<file path="src/hw/rtl/prefix_trie_insert_lookup_unit_assert.svh">
// Assertion macros for the prefix trie unit.
// Used by the top level; no other dependencies.
`ifndef PREFIX_TRIE_INSERT_LOOKUP_UNIT_ASSERT_SVH
`define PREFIX_TRIE_INSERT_LOOKUP_UNIT_ASSERT_SVH
`ifndef SYNTHESIS
`define PTIL_ASSERT(lbl, clk, rst, prop, msg) \
   lbl: assert property (@(posedge clk) disable iff (rst) (prop)) else $error(msg);
`define PTIL_ASSERT_NEVER(lbl, clk, rst, expr, msg) \
   lbl: assert property (@(posedge clk) disable iff (rst) !(expr)) else $error(msg);
`else
`define PTIL_ASSERT(lbl, clk, rst, prop, msg)
`define PTIL_ASSERT_NEVER(lbl, clk, rst, expr, msg)
`endif
`endif

</file>
<file path="src/hw/rtl/ptil_pkg.sv">
// Shared constants and controller/datapath interface types for the prefix trie unit.
// No dependencies.
`default_nettype none
package ptil_pkg;
   localparam int NODE_COUNT    = 1024;
   localparam int ALPHABET_SIZE = 26;
   localparam int NODE_W        = $clog2(NODE_COUNT);
   localparam int FREE_W        = $clog2(NODE_COUNT + 1);
   localparam int LINK_DEPTH    = NODE_COUNT * ALPHABET_SIZE;
   localparam int LINK_AW       = $clog2(LINK_DEPTH);
   localparam int CMD_W         = 2;
   localparam int LETTER_W      = 5;

   localparam logic [CMD_W-1:0] CMD_INSERT = 2'd0;
   localparam logic [CMD_W-1:0] CMD_EXACT  = 2'd1;

   typedef struct packed {
      logic clear_step;
      logic accept;
      logic link_check;
      logic mark_read;
      logic mark_check;
   } ctrl_cmd_type;

   typedef struct packed {
      logic clear_done;
      logic walk_req;
      logic req_last;
      logic item_last;
   } dp_status_type;
endpackage
`default_nettype wire

</file>
<file path="src/hw/rtl/ptil_ctrl.sv">
// Sequencing state machine for the prefix trie unit.
// Depends on ptil_pkg.
`default_nettype none
module ptil_ctrl (
   input  wire logic                    clock,
   input  wire logic                    reset,
   input  wire logic                    start,
   input  wire ptil_pkg::dp_status_type status,
   output ptil_pkg::ctrl_cmd_type       cmd,
   output logic                         busy
);
   localparam logic [2:0] S_CLEAR   = 3'd0;
   localparam logic [2:0] S_IDLE    = 3'd1;
   localparam logic [2:0] S_LINK    = 3'd2;
   localparam logic [2:0] S_MARK_RD = 3'd3;
   localparam logic [2:0] S_MARK    = 3'd4;

   logic [2:0] state_ff;
   logic [2:0] state_in;

   always_comb begin
      cmd      = '0;
      state_in = state_ff;
      case (state_ff)
         S_CLEAR: begin
            cmd.clear_step = 1'b1;
            if (status.clear_done) begin
               state_in = S_IDLE;
            end
         end
         S_IDLE: begin
            if (start) begin
               cmd.accept = 1'b1;
               if (status.walk_req) begin
                  state_in = S_LINK;
               end else if (status.req_last) begin
                  state_in = S_MARK_RD;
               end
            end
         end
         S_LINK: begin
            cmd.link_check = 1'b1;
            state_in = status.item_last ? S_MARK_RD : S_IDLE;
         end
         S_MARK_RD: begin
            cmd.mark_read = 1'b1;
            state_in = S_MARK;
         end
         S_MARK: begin
            cmd.mark_check = 1'b1;
            state_in = S_IDLE;
         end
         default: begin
            state_in = S_IDLE;
         end
      endcase
   end

   always_ff @(posedge clock) begin
      if (reset) begin
         state_ff <= S_CLEAR;
      end else begin
         state_ff <= state_in;
      end
   end

   assign busy = (state_ff != S_IDLE);
endmodule
`default_nettype wire

</file>
<file path="config.mk">
export PLATFORM = sky130hd
export DESIGN_NAME = ptil_ctrl
export DESIGN_NICKNAME = d
export VERILOG_FILES = /design/src/hw/rtl/prefix_trie_insert_lookup_unit_assert.svh /design/src/hw/rtl/ptil_pkg.sv /design/src/hw/rtl/ptil_ctrl.sv
export SDC_FILE = /design/constraint.sdc
export NUM_CORES = 1
export LEC_CHECK = 0
export BUFFER_PORTS_ARGS = -buffer_cell sky130_fd_sc_hd__buf_4
export CAP_MARGIN = 20
export CORE_AREA = 4 4 41 43
export DETAILED_ROUTE_END_ITERATION = 6
export DIE_AREA = 0 0 45 47
export PLACE_DENSITY = 0.3
export SKIP_CTS_REPAIR_TIMING = 1
export SLEW_MARGIN = 5
export SYNTH_ARGS = -nofsm -noshare
export SYNTH_HDL_FRONTEND = slang
export SYNTH_SLANG_ARGS = --single-unit
</file>
<file path="constraint.sdc">
create_clock -name clock -period 1.7 [get_ports clock]
set_input_delay 0.17 -clock clock [delete_from_list [all_inputs] [get_ports clock]]
set_output_delay 0.17 -clock clock [all_outputs]
set_load 0.05 [all_outputs]
</file>
==> flow_summary.yaml <==
finish:
  diodes: 0
  largest_reg_flops: 3
  reg_top3: "state_ff (3)"
  fin_nets: 41
  top_register: "state_ff"
  drive_above_1_share: 0.576
  area_growth_pct: 83.6
drt:
  drtIter0Drc: 2
  wl_um: 507
  drc: 0
  via_per_inst: 4.04
  num_vias: 194
  route.antenna.remaining_nets: 0
  drt_pass1_iterations: 4
  wire_per_inst_um: 10.6
timing:
  period_share: 0.849
  timing.hold.ws_ps: 116
  hold_viol: 0
  slew_headroom: 0.827
  fmax_mhz: 693
  setup_ws_ps: 257
  finalClockSkew_ps: 0.245
  finalSetupTns_ps: 0
  maxSlewViolCount: 0
  setup_viol: 0
  fin_crit_ps: 1440
  rsz0062_at_grt: "false"
  tightest_slew_ps: 260
synthesis:
  yosys.area.top_type: "dfxtp_1"
  synthCells: 17
  seq_area_frac_synth: 0.358
  synth_area_leaders: "dfxtp_1, and4bb_2, nor3b_2"
  syn_avg_cell_area_um2: 9.86
  syn_area_um2: 168
  syn_nets: 24
  synth.distinct_cells: 15
  synth-seq-cells: 3
  yosysTopAreaCellShare: 0.358
  yosysWarnings: 0
global_route:
  grt_pass1_vias: 193
  track_usage: 0.0568
  grt_max_degree: 10
  overflow: 0
  grt_pass1_wl_um: 814
  antenna_found_initial: 0
floorplan:
  initial_core_util: 0.129
  die_h_um: 47
  core_area_um2: 1300
  die_w_um: 45
  die_area_um2: 2120
  io_pins: 13
  rows: 13
critical_path:
  critPathMaxFanout: 6
  path_class: "reg -> out"
  cp.arrival_ps: 1270
  start_kind: "flop"
  end_kind: "primary output"
  crit_required_ps: 1530
clock_network:
  cts_max_level: 1
  cts.path.max_buffers: 2
  cts_buffers: 3
  root_buffer: "clkbuf_4"
  cts_tree: "done"
  clock_sinks: 3
  clk_pin_slew_ps: 40
  clk_latency_ps: 230
power:
  p_leak_nw: 0.150
  vdd_drop_max_v: 0.000341
  p_per_area_nw_per_um2: 905
place:
  gp_congestion: 0.747
  place_ws_ps: 486
  dp_hpwl_um: 404
  port_buffers: 12
hold_path:
  min-delay-path-class: "in -> reg"
flow_run:
  maxCapViolCount: 0
status:
  status: "completed"
[metrics by stage]
stage	utilization	total power (W)	area [um2]	cells
final	0.237	0.000279	308	48
after CTS	0.237	0.000288	308	48
after global routing	0.237	0.000303	308	48
after detailed placement	0.216	0.000157	282	44
after floorplan	-	0.000128	173	17
after global placement	0.216	0.000158	282	44
[Yosys cell counts, drive strengths merged]
| master | number |
|---|---|
| nand2b | 1 |
| a211oi | 1 |
| and2 | 1 |
| and3 | 1 |
| a32o | 1 |
| nor3 | 1 |
| and4bb | 1 |
| nor3b | 2 |
| inv | 1 |
| dfxtp | 3 |
| o21ba | 1 |
| nor2b | 1 |
| nor4 | 1 |
| a21o | 1 |
[power by group]
group	internal, W	total [W]	switching (W)
Sequential	0.0000745	0.0000810	0.00000647
Combinational	0.0000300	0.0000744	0.0000443
Clock	0.0000879	0.000123	0.0000353
Total	0.000192	0.000279	0.0000861
[layout by cell type, fill, tap and decap left out, drive strengths merged]
master / synthesis / routed
a211oi: 1 / 1
a21o: 1 / 1
a32o: 1 / 1
and2: 1 / 1
and3: 1 / 1
and4bb: 1 / 1
buf: 0 / 12
clkbuf: 0 / 4
dfxtp: 3 / 3
inv: 1 / 1
nand2b: 1 / 1
nor2b: 1 / 1
nor3: 1 / 1
nor3b: 2 / 2
nor4: 1 / 1
o21ba: 1 / 1
[layer usage]
| metal | vias up | GRT usage | wire (um) |
|---|---|---|---|
| met5 | - | 0 | 0 |
| met1 | 89 | 0.0611 | 253 |
| li1 | 97 | - | - |
| met3 | 0 | 0.0383 | 48 |
| met2 | 8 | 0.0819 | 204 |
| met4 | 0 | 0.0351 | 0 |
[kinds of logic (layout without fill, tap and decap cells)]
group,Yosys count,in the layout,share of synthesized area
compound gates,4,4,0.209
buf+inv,1,17,0.0224
flops,3,3,0.358
simple gates,9,9,0.411
[critical path, stage by stage (launching register included)]
cell and delay, ps:
dfxtp_1 420, nor2b_1 270, and2_1 160, buf_4 190
[final timing paths]
check                                start                  endpoint  slack [ps]  depth (start not counted)
setup / recovery  state_ff[0]$_SDFFE_PP0P_                    cmd[1]         260                          3
hold / removal                       reset  state_ff[0]$_SDFFE_PP0P_         120                          2
setup reg to reg  state_ff[1]$_SDFFE_PP0P_  state_ff[1]$_SDFFE_PP0P_         650                          2
hold reg to reg   state_ff[1]$_SDFFE_PP0P_  state_ff[2]$_SDFFE_PP0P_         590                          1
[final cells by class]
cell class              instances  area, um2
fillers                       147        993
flip-flops and latches          3       60.1
inverters                       1       3.75
multi-input cells              13        109
well taps                      15       18.8
repair buffers                 12       90.1
clock buffers                   4       26.3
Note: power is estimated with default switching activity, not from simulation.
